--- config.mk ---
export PLATFORM = sky130hd
export DESIGN_NAME = modbus_rtu_slave_framer_unit
export DESIGN_NICKNAME = d
export VERILOG_FILES = /design/src/rtl/mrsf_pkg.sv /design/src/rtl/mrsf_ram.sv /design/src/rtl/mrsf_tx.sv /design/src/rtl/modbus_rtu_slave_framer_unit.sv
export SDC_FILE = /design/constraint.sdc
export NUM_CORES = 1
export LEC_CHECK = 0
export BUFFER_PORTS_ARGS = -buffer_cell sky130_fd_sc_hd__buf_2
export CORE_MARGIN = 5
export CORE_UTILIZATION = 31
export DETAILED_ROUTE_END_ITERATION = 16
export PLACE_DENSITY = 0.57
export SYNTH_ARGS = -nofsm -noshare
export SYNTH_HDL_FRONTEND = slang
export SYNTH_SLANG_ARGS = --single-unit
--- constraint.sdc ---
create_clock -name clk -period 3.54 [get_ports clk]
set_input_delay 0.708 -clock clk [delete_from_list [all_inputs] [get_ports clk]]
set_output_delay 0.708 -clock clk [all_outputs]
set_load 0.01 [all_outputs]
--- src/rtl/mrsf_pkg.sv ---
// shared constants, codes and types of the modbus rtu slave framer
package mrsf_pkg;

    localparam int MAX_PAYLOAD = 32;
    localparam int ADDR_W      = (MAX_PAYLOAD > 1) ? $clog2(MAX_PAYLOAD) : 1;
    localparam int CNT_W       = $clog2(MAX_PAYLOAD + 1);

    localparam int DATA_W     = 8;
    localparam int CMD_W      = 2;
    localparam int KIND_W     = 2;
    localparam int GAP_W      = 16;
    localparam int CFG_IDX_W  = 2;
    localparam int CFG_DATA_W = 16;

    // input commands
    localparam logic [CMD_W-1:0] CMD_TICK    = 2'd0;
    localparam logic [CMD_W-1:0] CMD_RX      = 2'd1;
    localparam logic [CMD_W-1:0] CMD_PAYLOAD = 2'd2;
    localparam logic [CMD_W-1:0] CMD_EMPTY   = 2'd3;

    // result kinds
    localparam logic [KIND_W-1:0] KIND_REQ    = 2'd0;
    localparam logic [KIND_W-1:0] KIND_REPORT = 2'd1;
    localparam logic [KIND_W-1:0] KIND_TX     = 2'd2;

    // configuration register indexes
    localparam logic [CFG_IDX_W-1:0] CFG_SLAVE_ADDRESS  = 2'd0;
    localparam logic [CFG_IDX_W-1:0] CFG_GAP_TICKS      = 2'd1;
    localparam logic [CFG_IDX_W-1:0] CFG_CRC_BIG_ENDIAN = 2'd2;

    // function codes
    localparam logic [DATA_W-1:0] FC_READ_COILS     = 8'd1;
    localparam logic [DATA_W-1:0] FC_READ_HOLDING   = 8'd3;
    localparam logic [DATA_W-1:0] FC_WRITE_SINGLE   = 8'd6;
    localparam logic [DATA_W-1:0] FC_WRITE_MULTIPLE = 8'd16;
    localparam logic [DATA_W-1:0] FC_LEN_LO         = 8'd1;
    localparam logic [DATA_W-1:0] FC_LEN_HI         = 8'd4;
    localparam logic [DATA_W-1:0] EXC_FLAG          = 8'h80;
    localparam logic [DATA_W-1:0] EXC_CODE          = 8'h01;

    typedef struct packed {
        logic [CMD_W-1:0]  command;
        logic [DATA_W-1:0] data;
        logic              last;
    } in_item_t;

    typedef struct packed {
        logic [KIND_W-1:0] kind;
        logic [DATA_W-1:0] data_res;
        logic              addressed;
        logic              last_res;
    } out_item_t;

    typedef struct packed {
        logic              start;
        logic              with_payload;
        logic [DATA_W-1:0] fc;
        logic [CNT_W-1:0]  count;
    } tx_start_t;

    typedef struct packed {
        logic              busy;
        logic              valid;
        logic [DATA_W-1:0] data;
        logic              last;
    } tx_status_t;

endpackage

--- src/rtl/mrsf_ram.sv ---
// generic single-write, single-read synchronous ram with registered read data
module mrsf_ram #(
    parameter int DEPTH = 32,
    parameter int WIDTH = 8,
    parameter int AW    = (DEPTH > 1) ? $clog2(DEPTH) : 1
) (
    input  logic             clk,
    input  logic             wr_en,
    input  logic [AW-1:0]    wr_addr,
    input  logic [WIDTH-1:0] wr_data,
    input  logic             rd_en,
    input  logic [AW-1:0]    rd_addr,
    output logic [WIDTH-1:0] rd_data
);

    logic [WIDTH-1:0] mem [DEPTH];

    always_ff @(posedge clk)
    begin
        if (wr_en)
        begin
            mem[wr_addr] <= wr_data;
        end
        if (rd_en)
        begin
            rd_data <= mem[rd_addr];
        end
    end

endmodule

--- src/rtl/mrsf_tx.sv ---
// reply frame sequencer: walks header, payload memory and crc one byte at a time
module mrsf_tx (
    input  logic                          clk,
    input  logic                          rst_n,
    input  mrsf_pkg::tx_start_t           start,
    input  logic [mrsf_pkg::DATA_W-1:0]   slave_address,
    input  logic                          crc_big_endian,
    input  logic                          take,
    output mrsf_pkg::tx_status_t          status,
    output logic                          rd_en,
    output logic [mrsf_pkg::ADDR_W-1:0]   rd_addr,
    input  logic [mrsf_pkg::DATA_W-1:0]   rd_data
);

    localparam logic [3:0] S_IDLE  = 4'd0;
    localparam logic [3:0] S_ADDR  = 4'd1;
    localparam logic [3:0] S_FUNC  = 4'd2;
    localparam logic [3:0] S_LEN   = 4'd3;
    localparam logic [3:0] S_RD    = 4'd4;
    localparam logic [3:0] S_DATA  = 4'd5;
    localparam logic [3:0] S_EXC   = 4'd6;
    localparam logic [3:0] S_CRC_A = 4'd7;
    localparam logic [3:0] S_CRC_B = 4'd8;

    localparam logic [15:0] CRC_INIT = 16'hFFFF;
    localparam logic [15:0] CRC_POLY = 16'hA001;

    function automatic logic [15:0] crc_step(input logic [15:0] c,
                                             input logic [mrsf_pkg::DATA_W-1:0] b);
        logic [15:0] x;
        x = c ^ {8'h00, b};
        for (int i = 0; i < 8; i++)
        begin
            x = x[0] ? ((x >> 1) ^ CRC_POLY) : (x >> 1);
        end
        return x;
    endfunction

    logic [3:0]                      state_reg, state_next;
    logic [mrsf_pkg::DATA_W-1:0]     byte_reg, byte_next;
    logic                            byte_valid_reg, byte_valid_next;
    logic                            byte_last_reg, byte_last_next;
    logic [15:0]                     crc_reg, crc_next;
    logic [mrsf_pkg::CNT_W-1:0]      idx_reg, idx_next;
    logic                            with_payload_reg, with_payload_next;
    logic [mrsf_pkg::DATA_W-1:0]     fc_reg, fc_next;
    logic [mrsf_pkg::CNT_W-1:0]      count_reg, count_next;

    logic                            load_ok;
    logic                            load_en;
    logic                            load_crc;
    logic                            load_last;
    logic [mrsf_pkg::DATA_W-1:0]     load_byte;
    logic                            has_len;
    logic [mrsf_pkg::CNT_W-1:0]      idx_inc;

    assign load_ok = !byte_valid_reg || take;
    assign has_len = (fc_reg >= mrsf_pkg::FC_LEN_LO) && (fc_reg <= mrsf_pkg::FC_LEN_HI);
    assign idx_inc = idx_reg + 1'b1;

    always_comb
    begin
        state_next        = state_reg;
        crc_next          = crc_reg;
        idx_next          = idx_reg;
        with_payload_next = with_payload_reg;
        fc_next           = fc_reg;
        count_next        = count_reg;
        byte_next         = byte_reg;
        byte_valid_next   = byte_valid_reg && !take;
        byte_last_next    = byte_last_reg;
        load_en           = 1'b0;
        load_crc          = 1'b1;
        load_last         = 1'b0;
        load_byte         = '0;
        rd_en             = 1'b0;
        rd_addr           = idx_reg[mrsf_pkg::ADDR_W-1:0];

        unique case (state_reg)
            S_IDLE:
            begin
                if (start.start)
                begin
                    with_payload_next = start.with_payload;
                    fc_next           = start.fc;
                    count_next        = start.count;
                    crc_next          = CRC_INIT;
                    idx_next          = '0;
                    state_next        = S_ADDR;
                end
            end
            S_ADDR:
            begin
                if (load_ok)
                begin
                    load_en    = 1'b1;
                    load_byte  = slave_address;
                    state_next = S_FUNC;
                end
            end
            S_FUNC:
            begin
                if (load_ok)
                begin
                    load_en = 1'b1;
                    if (with_payload_reg)
                    begin
                        load_byte = fc_reg;
                        if (has_len)
                        begin
                            state_next = S_LEN;
                        end
                        else if (count_reg != '0)
                        begin
                            state_next = S_RD;
                        end
                        else
                        begin
                            state_next = S_CRC_A;
                        end
                    end
                    else
                    begin
                        load_byte  = mrsf_pkg::EXC_FLAG | fc_reg;
                        state_next = S_EXC;
                    end
                end
            end
            S_LEN:
            begin
                if (load_ok)
                begin
                    load_en    = 1'b1;
                    load_byte  = mrsf_pkg::DATA_W'(count_reg);
                    state_next = (count_reg != '0) ? S_RD : S_CRC_A;
                end
            end
            S_RD:
            begin
                // read data shows up next cycle and holds until the next read
                rd_en      = 1'b1;
                state_next = S_DATA;
            end
            S_DATA:
            begin
                if (load_ok)
                begin
                    load_en    = 1'b1;
                    load_byte  = rd_data;
                    idx_next   = idx_inc;
                    state_next = (idx_inc == count_reg) ? S_CRC_A : S_RD;
                end
            end
            S_EXC:
            begin
                if (load_ok)
                begin
                    load_en    = 1'b1;
                    load_byte  = mrsf_pkg::EXC_CODE;
                    state_next = S_CRC_A;
                end
            end
            S_CRC_A:
            begin
                if (load_ok)
                begin
                    load_en    = 1'b1;
                    load_crc   = 1'b0;
                    load_byte  = crc_big_endian ? crc_reg[15:8] : crc_reg[7:0];
                    state_next = S_CRC_B;
                end
            end
            S_CRC_B:
            begin
                if (load_ok)
                begin
                    load_en    = 1'b1;
                    load_crc   = 1'b0;
                    load_last  = 1'b1;
                    load_byte  = crc_big_endian ? crc_reg[7:0] : crc_reg[15:8];
                    state_next = S_IDLE;
                end
            end
            default:
            begin
                state_next = S_IDLE;
            end
        endcase

        if (load_en)
        begin
            byte_next       = load_byte;
            byte_valid_next = 1'b1;
            byte_last_next  = load_last;
            if (load_crc)
            begin
                crc_next = crc_step(crc_reg, load_byte);
            end
        end
    end

    always_ff @(posedge clk or negedge rst_n)
    begin
        if (!rst_n)
        begin
            state_reg      <= S_IDLE;
            byte_valid_reg <= 1'b0;
        end
        else
        begin
            state_reg      <= state_next;
            byte_valid_reg <= byte_valid_next;
        end
    end

    always_ff @(posedge clk)
    begin
        byte_reg         <= byte_next;
        byte_last_reg    <= byte_last_next;
        crc_reg          <= crc_next;
        idx_reg          <= idx_next;
        with_payload_reg <= with_payload_next;
        fc_reg           <= fc_next;
        count_reg        <= count_next;
    end

    assign status.busy  = (state_reg != S_IDLE) || byte_valid_reg;
    assign status.valid = byte_valid_reg;
    assign status.data  = byte_reg;
    assign status.last  = byte_last_reg;

endmodule

--- src/rtl/modbus_rtu_slave_framer_unit.sv ---
// Modbus RTU slave framer: takes ticks, received bytes and reply payload bytes in one request
// stream and gives forwarded bytes, frame end reports and reply bytes in one result stream.
// A tick, a received byte, a stored payload byte or an ignored request is accepted whenever the
// output register is free and no reply is in progress. A reply holds off new requests until its
// final byte sits in the output register; address, function code, length, exception and CRC
// bytes load directly, each payload byte needs a payload memory read and then a load, and the
// result side may stall any of them. Payload bytes are written into a 32-entry memory that the
// reply sequencer reads back in order; the CRC takes in each non-CRC byte as it loads.
module modbus_rtu_slave_framer_unit (
    input  logic                              clk,
    input  logic                              rst_n,
    input  logic                              in_valid,
    output logic                              in_ready,
    input  mrsf_pkg::in_item_t                in_item,
    output logic                              out_valid,
    input  logic                              out_ready,
    output mrsf_pkg::out_item_t               out_item,
    input  logic                              cfg_valid,
    output logic                              cfg_ready,
    input  logic [mrsf_pkg::CFG_IDX_W-1:0]    cfg_index,
    input  logic [mrsf_pkg::CFG_DATA_W-1:0]   cfg_data
);

    localparam logic [1:0] RX_FULL = 2'd2;

    logic [mrsf_pkg::DATA_W-1:0]  slave_address_reg;
    logic [mrsf_pkg::GAP_W-1:0]   gap_ticks_reg;
    logic                         crc_big_endian_reg;

    logic                         receiving_reg, receiving_next;
    logic [mrsf_pkg::GAP_W-1:0]   gap_count_reg, gap_count_next;
    logic [1:0]                   rx_count_reg, rx_count_next;
    logic [mrsf_pkg::DATA_W-1:0]  first_byte_reg, first_byte_next;
    logic [mrsf_pkg::DATA_W-1:0]  function_code_reg, function_code_next;
    logic                         awaiting_reg, awaiting_next;
    logic [mrsf_pkg::CNT_W-1:0]   payload_count_reg, payload_count_next;

    logic                         out_valid_reg, out_valid_next;
    mrsf_pkg::out_item_t          out_item_reg, out_item_next;

    logic                         in_accept;
    logic                         out_free;
    logic                         hit;
    logic                         supported;
    logic                         has_room;
    logic [mrsf_pkg::CNT_W-1:0]   count_inc;
    logic                         res_valid;
    mrsf_pkg::out_item_t          res;
    mrsf_pkg::tx_start_t          tx_start;
    mrsf_pkg::tx_status_t         tx_status;
    logic                         tx_take;
    logic                         ram_we;
    logic                         ram_re;
    logic [mrsf_pkg::ADDR_W-1:0]  ram_raddr;
    logic [mrsf_pkg::DATA_W-1:0]  ram_rdata;

    assign cfg_ready = 1'b1;
    assign out_free  = !out_valid_reg || out_ready;
    assign in_ready  = !tx_status.busy && out_free;
    assign in_accept = in_valid && in_ready;
    assign tx_take   = tx_status.valid && out_free && !res_valid;

    assign hit       = (first_byte_reg == slave_address_reg);
    assign supported = (function_code_reg == mrsf_pkg::FC_READ_COILS)
                    || (function_code_reg == mrsf_pkg::FC_READ_HOLDING)
                    || (function_code_reg == mrsf_pkg::FC_WRITE_SINGLE)
                    || (function_code_reg == mrsf_pkg::FC_WRITE_MULTIPLE);
    assign has_room  = payload_count_reg < mrsf_pkg::CNT_W'(mrsf_pkg::MAX_PAYLOAD);
    assign count_inc = has_room ? payload_count_reg + 1'b1 : payload_count_reg;

    always_comb
    begin
        receiving_next     = receiving_reg;
        gap_count_next     = gap_count_reg;
        rx_count_next      = rx_count_reg;
        first_byte_next    = first_byte_reg;
        function_code_next = function_code_reg;
        awaiting_next      = awaiting_reg;
        payload_count_next = payload_count_reg;
        ram_we             = 1'b0;
        res_valid          = 1'b0;
        res                = '0;
        tx_start           = '0;
        tx_start.fc        = function_code_reg;

        if (in_accept)
        begin
            unique case (in_item.command)
                mrsf_pkg::CMD_TICK:
                begin
                    if (receiving_reg)
                    begin
                        if (gap_count_reg < gap_ticks_reg)
                        begin
                            gap_count_next = gap_count_reg + 1'b1;
                        end
                        else
                        begin
                            // silence exceeded: frame end report
                            receiving_next     = 1'b0;
                            gap_count_next     = '0;
                            rx_count_next      = '0;
                            payload_count_next = '0;
                            awaiting_next      = hit && supported;
                            res_valid          = 1'b1;
                            res.kind           = mrsf_pkg::KIND_REPORT;
                            res.data_res       = function_code_reg;
                            res.addressed      = hit;
                            if (hit && !supported)
                            begin
                                tx_start.start = 1'b1;
                            end
                        end
                    end
                end
                mrsf_pkg::CMD_RX:
                begin
                    receiving_next     = 1'b1;
                    gap_count_next     = '0;
                    awaiting_next      = 1'b0;
                    payload_count_next = '0;
                    if (rx_count_reg == 2'd0)
                    begin
                        first_byte_next    = in_item.data;
                        function_code_next = '0;
                    end
                    else if (rx_count_reg == 2'd1)
                    begin
                        function_code_next = in_item.data;
                    end
                    if (rx_count_reg != RX_FULL)
                    begin
                        rx_count_next = rx_count_reg + 1'b1;
                    end
                    res_valid    = 1'b1;
                    res.kind     = mrsf_pkg::KIND_REQ;
                    res.data_res = in_item.data;
                end
                mrsf_pkg::CMD_PAYLOAD:
                begin
                    if (awaiting_reg)
                    begin
                        ram_we             = has_room;
                        payload_count_next = count_inc;
                        if (in_item.last)
                        begin
                            tx_start.start        = 1'b1;
                            tx_start.with_payload = 1'b1;
                            tx_start.count        = count_inc;
                            awaiting_next         = 1'b0;
                            payload_count_next    = '0;
                        end
                    end
                end
                mrsf_pkg::CMD_EMPTY:
                begin
                    if (awaiting_reg)
                    begin
                        tx_start.start     = 1'b1;
                        awaiting_next      = 1'b0;
                        payload_count_next = '0;
                    end
                end
            endcase
        end
    end

    always_comb
    begin
        out_valid_next = out_valid_reg && !out_ready;
        out_item_next  = out_item_reg;
        if (res_valid)
        begin
            out_valid_next = 1'b1;
            out_item_next  = res;
        end
        else if (tx_take)
        begin
            out_valid_next          = 1'b1;
            out_item_next.kind      = mrsf_pkg::KIND_TX;
            out_item_next.data_res  = tx_status.data;
            out_item_next.addressed = 1'b0;
            out_item_next.last_res  = tx_status.last;
        end
    end

    always_ff @(posedge clk or negedge rst_n)
    begin
        if (!rst_n)
        begin
            slave_address_reg  <= 8'd1;
            gap_ticks_reg      <= 16'd4164;
            crc_big_endian_reg <= 1'b0;
        end
        else if (cfg_valid && cfg_ready)
        begin
            unique case (cfg_index)
                mrsf_pkg::CFG_SLAVE_ADDRESS:  slave_address_reg  <= cfg_data[7:0];
                mrsf_pkg::CFG_GAP_TICKS:      gap_ticks_reg      <= cfg_data;
                mrsf_pkg::CFG_CRC_BIG_ENDIAN: crc_big_endian_reg <= cfg_data[0];
                default:                      ;
            endcase
        end
    end

    always_ff @(posedge clk or negedge rst_n)
    begin
        if (!rst_n)
        begin
            receiving_reg     <= 1'b0;
            gap_count_reg     <= '0;
            rx_count_reg      <= '0;
            first_byte_reg    <= '0;
            function_code_reg <= '0;
            awaiting_reg      <= 1'b0;
            payload_count_reg <= '0;
            out_valid_reg     <= 1'b0;
        end
        else
        begin
            receiving_reg     <= receiving_next;
            gap_count_reg     <= gap_count_next;
            rx_count_reg      <= rx_count_next;
            first_byte_reg    <= first_byte_next;
            function_code_reg <= function_code_next;
            awaiting_reg      <= awaiting_next;
            payload_count_reg <= payload_count_next;
            out_valid_reg     <= out_valid_next;
        end
    end

    always_ff @(posedge clk)
    begin
        out_item_reg <= out_item_next;
    end

    assign out_valid = out_valid_reg;
    assign out_item  = out_item_reg;

    // the last payload write lands well before the sequencer reaches its first read
    mrsf_ram #(
        .DEPTH (mrsf_pkg::MAX_PAYLOAD),
        .WIDTH (mrsf_pkg::DATA_W)
    ) u_payload_ram (
        .clk     (clk),
        .wr_en   (ram_we),
        .wr_addr (payload_count_reg[mrsf_pkg::ADDR_W-1:0]),
        .wr_data (in_item.data),
        .rd_en   (ram_re),
        .rd_addr (ram_raddr),
        .rd_data (ram_rdata)
    );

    mrsf_tx u_tx (
        .clk            (clk),
        .rst_n          (rst_n),
        .start          (tx_start),
        .slave_address  (slave_address_reg),
        .crc_big_endian (crc_big_endian_reg),
        .take           (tx_take),
        .status         (tx_status),
        .rd_en          (ram_re),
        .rd_addr        (ram_raddr),
        .rd_data        (ram_rdata)
    );

`ifndef SYNTHESIS
    a_count_bound: assert property (@(posedge clk) disable iff (!rst_n)
        payload_count_reg <= mrsf_pkg::CNT_W'(mrsf_pkg::MAX_PAYLOAD))
        else $error("payload count beyond capacity");

    a_no_pending_while_tx: assert property (@(posedge clk) disable iff (!rst_n)
        awaiting_reg |-> !tx_status.busy)
        else $error("reply pending while a reply is transmitting");

    a_last_is_tx: assert property (@(posedge clk) disable iff (!rst_n)
        (out_valid_reg && out_item_reg.last_res) |-> (out_item_reg.kind == mrsf_pkg::KIND_TX))
        else $error("frame end mark on a non-transmit result");

    a_start_idle: assert property (@(posedge clk) disable iff (!rst_n)
        tx_start.start |=> tx_status.busy && !awaiting_reg)
        else $error("reply start did not engage the sequencer");
`endif

endmodule
==> impl_metrics.csv, run 1 <==
group,metric,value,unit
global_routing,grt_antenna_before_repair,0,
power_and_ir_drop,power_frac_clock,43.6,%
timing,max_freq,0.304,GHz
power_and_ir_drop,power_density,512,nW/µm²
timing,setup_tns,0,ps
clock_network,cts_root_buf,"clkbuf_16",
timing,worstMarginPinSlew,963,ps
critical_path,path_cells,"buf_4, and3b_1, o21ai_0, o211ai_1, xnor2_1, nor2_1, xnor2_1, xnor3_2, xnor3_1, o22a_1",
placed_design,place_congestion,0.805,
clock_network,cts_setup_buffers,0,
placed_design,placed_cells,1913,
synth,synth_top_family_by_area,"multiplexers",
die,die-height,246,µm
status,status,"completed",
synth,ys.warnings.count,0,
synth,async_flop_share,18.5,%
clock_network,cts.sinks,395,
synth,syn_inst,1102,
synth,synth-main-ff-cell,"edfxtp_1",
synth,synthAdderAreaFrac,1.74,%
cells_and_area,syn_to_final_growth,17.0,%
drt,initialDrtViolationCount,717,
timing,fin_crit,3280,ps
die,initial_core_util,31.3,%
cells_and_area,top_register,"u_payload_ram.mem",
timing,fin_crit_sh,92.8,%
drt,route.detailed.drc,0,
drt,num_vias,9818,
synth,synthesis.nets,1160,
power_and_ir_drop,seqPwrFrac,50.8,%
synth,seq_area_frac_synth,65.6,%
cells_and_area,stdcell_count,1993,
clock_network,clk_pin_slew,60,ps
drt,vias_per_cell,4.93,
critical_path,path_class,"reg2reg",
timing,skew,30.1,ps
critical_path,cp.depth,10,
power_and_ir_drop,internal-power,8.04,mW
cells_and_area,fin_nets,1268,
synth,synth_edf_count,305,
power_and_ir_drop,ir_drop,0.000320,V
cells_and_area,n_antenna_cell,0,
clock_network,htreeDepth,2,
power_and_ir_drop,switching_share,22.3,%
critical_path,reg2reg_slack,260,ps
die,core-area,55100,µm²
die,io_pins,49,
synth,ys_types,76,
synth,synth_top_area_share,53.1,%
clock_network,cts_tree,"yes",
synth,synth_compound_area_share,5.99,%
critical_path,cpPeakStageDelay,510,ps
drt,antenna_left,0,
global_routing,grt_pass1_vias,9925,
global_routing,grt_max_degree,74,
critical_path,startpoint_type,"flip-flop",
die,die_w,246,µm
power_and_ir_drop,p_switching,2.30,mW
timing,setup_viol,0,
critical_path,worstReg2RegStart,"u_tx.state_reg[0]$_DFFE_PN0P_",
global_routing,grt_pass1_wl,61.9,mm
synth,synth-seq-cells,395,
critical_path,cp.required,4000,ps
cells_and_area,layout-drive-gt1-share,26.0,%
clock_network,numCtsBuffers,43,
die,rows,86,
clock_network,cts_hold_buf,0,
drt,firstDrtPassIters,5,
critical_path,worstReg2RegEnd,"u_tx.crc_reg[0]$_DFF_P_",
global_routing,grt_overflow_total,0,
synth,synthTopCellsByArea,"edfxtp_1 53%, mux4_2 10%, dfrtp_1 10%",
critical_path,reg2reg_depth,10,
synth,yosys.area_share.simple,7.80,%
clock_network,clk_latency,580,ps
synth,syn_area,17300,µm²
synth,syn_avg_cell_area,15.7,µm²
synth,synthMuxAreaShare,13.7,%
power_and_ir_drop,combPwrFrac,5.6,%
drt,wl_per_cell,20.3,µm
critical_path,end_kind,"flip-flop",
placed_design,portBuffers,47,
power_and_ir_drop,leakagePower,7.28,nW
die,dieArea,60500,µm²
timing,hold_violations,0,
cells_and_area,final_design_area_no_fill,20200,µm²
timing,report.final.slew_viol_count,0,
synth,yosysTopAreaCell,"edfxtp_1",
timing,rsz0062_at_grt,"no",
cells_and_area,largest_reg_flops,256,
critical_path,critPathSlowestCell,"dfrtp_1",
clock_network,clock_path_buffers,3,
clock_network,ctsResizeCount,0,
synth,synthXorXnorAreaFrac,3.15,%
critical_path,cp.arrival,3750,ps
global_routing,grt_usage,13.3,%
placed_design,dp_hpwl,27.6,mm
critical_path,path_buf_inv,1,
drt,wirelength,40.4,mm
flow_run,cap_violations,0,
hold_path,hp-class,"in2async",
critical_path,crit_path_frequent_cell,"xnor2_1",
placed_design,placed_cell_area,18800,µm²
critical_path,cp_max_fo,23,
critical_path,cp_top_family,"XOR/XNOR gates",
timing,slew_headroom,35.8,%
-- cell usage in the layout, fill, tap and decap left out, drive strengths merged, types with 11 or more instances in the layout --
master  Yosys  routed
a21oi      20      20
xor2       29      29
a221oi     13      13
clkinv      2      14
mux4       80      80
a22o       11      11
xnor2      25      25
nor3       15      15
edfxtp    305     305
clkbuf     38      57
nand3      15      15
dfrtp      69      69
mux2       42      42
nor2       88      88
dfxtp      17      17
ha         24      24
o21ai      47      47
inv        25      30
buf        14     115
nand2b     12      12
nand2      60      60
-- cell families (layout without fill, tap and decap cells) --
| logic type | count (synthesis) | after routing |
|---|---|---|
| buffers and inverters | 79 | 222 |
| flip-flops | 395 | 395 |
| XOR/XNOR | 57 | 57 |
| AND/OR/NAND/NOR | 264 | 264 |
| multiplexers | 131 | 131 |
| adder cells (fa/ha/maj) | 24 | 24 |
| AO/OA/AOI/OAI | 151 | 151 |
| other | 1 | 1 |
-- power by group through the flow --
| stage | clock (mW) | sequential (mW) | combinational, mW |
|---|---|---|---|
| 2_1_floorplan | 0 | 5.31 | 0.381 |
| 3_3_place_gp | 0 | 5.35 | 0.566 |
| 3_5_place_dp | 0 | 5.35 | 0.585 |
| 4_1_cts | 4.63 | 5.26 | 0.589 |
| 5_1_grt | 4.84 | 5.27 | 0.656 |
| 6_report | 4.51 | 5.26 | 0.582 |
-- worst max path at each step --
stage,startpoint,to,slack (ps)
after floorplan,gap_ticks_reg[2]$_DFFE_PN1P_,u_tx.idx_reg[0]$_SDFFCE_PN0P_,60
after global placement,out_ready,u_tx.crc_reg[0]$_DFF_P_,260
after detailed placement,out_ready,u_tx.crc_reg[0]$_DFF_P_,250
after CTS,u_tx.state_reg[0]$_DFFE_PN0P_,u_tx.crc_reg[0]$_DFF_P_,240
after global routing,u_tx.state_reg[0]$_DFFE_PN0P_,u_tx.crc_reg[0]$_DFF_P_,80
final,u_tx.state_reg[0]$_DFFE_PN0P_,u_tx.crc_reg[0]$_DFF_P_,260
-- cells in the mapped netlist (17+ instances only) --
cell / instances
a21oi_1: 19
clkbuf_1: 38
dfrtp_1: 69
dfxtp_1: 17
edfxtp_1: 305
ha_1: 24
inv_1: 25
mux2_2: 42
mux4_2: 80
nand2_1: 57
nor2_1: 88
o21ai_0: 41
xnor2_1: 25
xor2_1: 29
-- cell type report --
class / instances / area [µm²]
Sequential cell: 395 / 11300
Multi-Input combinational cell: 628 / 5610
Clock inverter: 23 / 236
Tap cell: 748 / 936
Timing Repair Buffer: 115 / 786
Fill cell: 5263 / 34900
Clock buffer: 57 / 1200
Inverter: 27 / 106
-- metrics by stage --
| step | total power [mW] | utilization (%) | setup slack [ps] | hold WS, ps |
|---|---|---|---|---|
| 2_1_floorplan | 5.69 | - | 57.9 | 412 |
| 3_3_place_gp | 5.91 | 34.1 | 261 | 463 |
| 3_5_place_dp | 5.94 | 34.1 | 250 | 473 |
| 4_1_cts | 10.5 | 36.7 | 241 | 306 |
| 5_1_grt | 10.8 | 36.7 | 76.0 | 360 |
| 6_report | 10.3 | 36.7 | 255 | 296 |
-- layer usage --
metal / track usage, % / vias to the layer above / wire length, µm
met1: 18.3 / 5044 / 18000
met5: 0 / - / 0
li1: - / 4478 / -
met3: 3.04 / 57 / 2180
met2: 21.3 / 239 / 19100
met4: 4.04 / 0 / 1050
-- worst reg2reg max path, stage by stage, from the launching register on --
cell and delay (ps):
dfrtp_1 510, buf_4 320, and3b_1 220, o21ai_0 340
o211ai_1 240, xnor2_1 170, nor2_1 170, xnor2_1 170
xnor3_2 500, xnor3_1 350, o22a_1 180
Note: power is estimated with default switching activity, not from simulation.
==> run 2: changes to the inputs <==
--- a/config.mk
+++ b/config.mk
@@ -9,7 +9,9 @@
 export CORE_MARGIN = 5
 export CORE_UTILIZATION = 31
 export DETAILED_ROUTE_END_ITERATION = 16
+export GPL_TIMING_DRIVEN = 0
 export PLACE_DENSITY = 0.57
 export SYNTH_ARGS = -nofsm -noshare
 export SYNTH_HDL_FRONTEND = slang
+export SYNTH_HIERARCHICAL = 1
 export SYNTH_SLANG_ARGS = --single-unit
==> run 2 against run 1 <==
Against the previous run: the run now ends with negative setup slack left; global-route usage barely moved; worst setup slack got worse by 780 ps; wire length rose by 3.5%; combinational power rose to 7.8 times the previous value; core utilization rose by 0.59 points; hold slack got worse by 220 ps; first-iteration DRC count rose by 6.3%; critical path depth rose by 8; final cell count rose by 3.5%; register-to-register slack got worse by 780 ps; clock-buffer cell count fell by 1; largest power group unchanged.
==> impl_metrics.csv, run 2 <==
group,metric,value,unit
status,status,"finished with violations",
status,violations,"negative setup slack",
critical_path,end_kind,"flip-flop",
timing,skew,27.1,ps
cells_and_area,layout_common_cells,"305 x edfxtp_1, 80 x mux4_2, 71 x nor2_1, 64 x dfrtp_1, 53 x nand2_1",
critical_path,path_class,"reg2reg",
cells_and_area,largest_reg_flops,256,
power_and_ir_drop,ir_drop,0.000425,V
power_and_ir_drop,internal-power,10.6,mW
die,io_pins,49,
clock_network,cts_hold_buf,0,
power_and_ir_drop,seqPwrFrac,39.0,%
hold_path,hp-class,"in2async",
drt,firstDrtPassIters,5,
clock_network,numCtsBuffers,43,
die,die-height,249,µm
timing,report.final.slew_viol_count,0,
global_routing,grt_antenna_before_repair,0,
power_and_ir_drop,total_power,15.1,mW
critical_path,worstReg2RegEnd,"u_tx/crc_reg[0]$_DFF_P_",
critical_path,startpoint_type,"flip-flop",
placed_design,place_congestion,0.854,
global_routing,grt_usage,13.3,%
synth,synth_common_cells,"305 x edfxtp_1, 105 x nor2_1, 80 x mux4_2",
clock_network,cts_tree,"yes",
cells_and_area,top_register,"u_payload_ram/mem",
timing,slew_headroom,21.7,%
timing,max_freq,0.246,GHz
global_routing,grt_overflow_total,0,
flow_run,cap_violations,0,
global_routing,grt_pass1_vias,10700,
power_and_ir_drop,combPwrFrac,30.1,%
synth,syn_avg_cell_area,15.2,µm²
timing,setup_viol,3,
cells_and_area,fin_nets,1331,
timing,fin_ws,-523,ps
clock_network,cts.sinks,395,
die,dieArea,61900,µm²
synth,syn_inst,1163,
power_and_ir_drop,switching_share,30.1,%
critical_path,cp.required,4040,ps
timing,rsz0062_at_grt,"yes",
drt,initialDrtViolationCount,762,
die,die_w,249,µm
synth,ys.warnings.count,6,
synth,synth_edf_count,305,
timing,fin_crit,4060,ps
synth,seq_area_frac_synth,64.1,%
critical_path,cp_max_fo,6,
drt,wl_per_cell,20.3,µm
critical_path,reg2reg_slack,-520,ps
synth,async_flop_share,18.5,%
drt,route.detailed.drc,0,
placed_design,portBuffers,46,
placed_design,dp_hpwl,28.5,mm
timing,worstMarginPinSlew,1170,ps
power_and_ir_drop,power_density,719,nW/µm²
critical_path,worstReg2RegStart,"gap_ticks_reg[6]$_DFFE_PN1P_",
die,initial_core_util,31.3,%
synth,ys_types,80,
timing,hold_violations,0,
synth,synth-seq-cells,395,
synth,yosysTopAreaCell,"edfxtp_1",
die,rows,87,
clock_network,cts_root_buf,"clkbuf_16",
clock_network,clk_latency,580,ps
drt,num_vias,10400,
clock_network,clk_pin_slew,60,ps
critical_path,reg2reg_depth,18,
drt,vias_per_cell,5.04,
global_routing,grt_pass1_wl,65.2,mm
power_and_ir_drop,leakagePower,7.19,nW
cells_and_area,syn_to_final_growth,19.0,%
clock_network,htreeDepth,2,
cells_and_area,final_common_cell,"edfxtp_1",
cells_and_area,n_antenna_cell,0,
synth,syn_area,17700,µm²
power_and_ir_drop,power_frac_clock,30.9,%
cells_and_area,layout-drive-gt1-share,29.7,%
placed_design,post-place-ws,-1190,ps
clock_network,clock_path_buffers,3,
synth,synthesis.nets,1218,
die,core-area,56500,µm²
drt,antenna_left,0,
critical_path,cp.arrival,4560,ps
power_and_ir_drop,p_switching,4.56,mW
timing,fin_crit_sh,115,%
synth,synthMostInstantiatedCell,"edfxtp_1",
synth,synth_top_area_share,51.8,%
timing,setup_tns,-1020,ps
drt,wirelength,41.8,mm
global_routing,grt_max_degree,45,
synth,synth-main-ff-cell,"edfxtp_1",
synth,synthTopCellsByArea,"edfxtp_1 52%, mux4_2 10%, dfrtp_1 9.8%",
[run 2: worst max-delay path: stages, from the launching register on]
cell       delay, ps
dfstp_2          550
inv_2             50
ha_4             250
nand2_2           50
or4_4            500
o32a_1           370
nand2_2          110
a31o_4           180
nor2_4            50
nor2b_4          130
a21o_4           140
clkinv_4          80
o21ai_4           70
o2bb2ai_4        180
xor2_2           190
xnor3_1          290
a2bb2o_4         230
a222oi_1         300
o221a_1          260
[run 2: what timing repair did]
action	CTS	global route
cloned	0	0
endpoints found under the hold margin	0	0
endpoints found under the setup margin	304	130
setup buffers	24	5
gates resized for setup	75	33
pin swaps	11	16
[run 2: routing by layer]
metal | share of wire [%] | GRT usage (%)
met5 | 0 | 0
met4 | 1.7 | 3.26
met3 | 4.3 | 2.26
met2 | 48 | 21.6
met1 | 46 | 18.9
[run 2: how the worst max path moves through the flow]
stage                                   from                       to  slack [ps]  cells past startpoint
2_1_floorplan   gap_ticks_reg[6]$_DFFE_PN1P_  u_tx/crc_reg[0]$_DFF_P_        -490                     20
3_3_place_gp   u_tx/state_reg[2]$_DFFE_PN0P_  u_tx/crc_reg[0]$_DFF_P_       -1150                     21
3_5_place_dp   u_tx/state_reg[2]$_DFFE_PN0P_  u_tx/crc_reg[0]$_DFF_P_       -1190                     21
4_1_cts        gap_ticks_reg[10]$_DFFE_PN0P_  u_tx/crc_reg[0]$_DFF_P_        -530                     19
5_1_grt        gap_count_reg[11]$_DFFE_PN0P_  u_tx/crc_reg[0]$_DFF_P_        -640                     17
6_report        gap_ticks_reg[6]$_DFFE_PN1P_  u_tx/crc_reg[0]$_DFF_P_        -520                     18
[run 2: cells by family (layout without fill, tap and decap cells)]
family                     count (synthesis)  after routing  synth area share (%)
DFF                                      395            395                  64.1
muxes                                    141            141                  14.0
xor gates and xnor gates                  56             56                  3.06
AOI/OAI and AO/OA                        144            144                  5.78
adders and majority gates                 21             21                  1.49
other                                      1              1                0.0212
and+or+nand+nor                          308            308                  8.92
buffers and inverters                     97            240                  2.68
[run 2: power groups by stage]
stage	combinational, mW	clock (mW)	sequential (mW)
floorplan	3.10	0	5.86
global placement	4.02	0	5.97
detailed placement	4.09	0	5.98
CTS	4.29	4.81	5.90
global route	4.96	5.00	5.95
finish	4.56	4.67	5.90
[run 2: metrics by stage]
step           hold WS [ps]  instances  area [µm²]  util (%)
3_3_place_gp            454       1965       19000      33.5
4_1_cts                63.7       2058       20900      37.0
3_5_place_dp            456       1966       19000      33.6
5_1_grt                83.3       2062       21000      37.3
2_1_floorplan           412       1163       17800         -
6_report               74.4       2062       21000      37.3
[run 2: final cells by class]
class                   count  area [µm²]
plain buffers              54         332
clock inverters            19         319
inverters                  35         136
clock buffers              56        1150
multi-input cells         671        6330
repair buffers             76         490
flip-flops and latches    395       11300
well taps                 756         946
fillers                  5303       35500
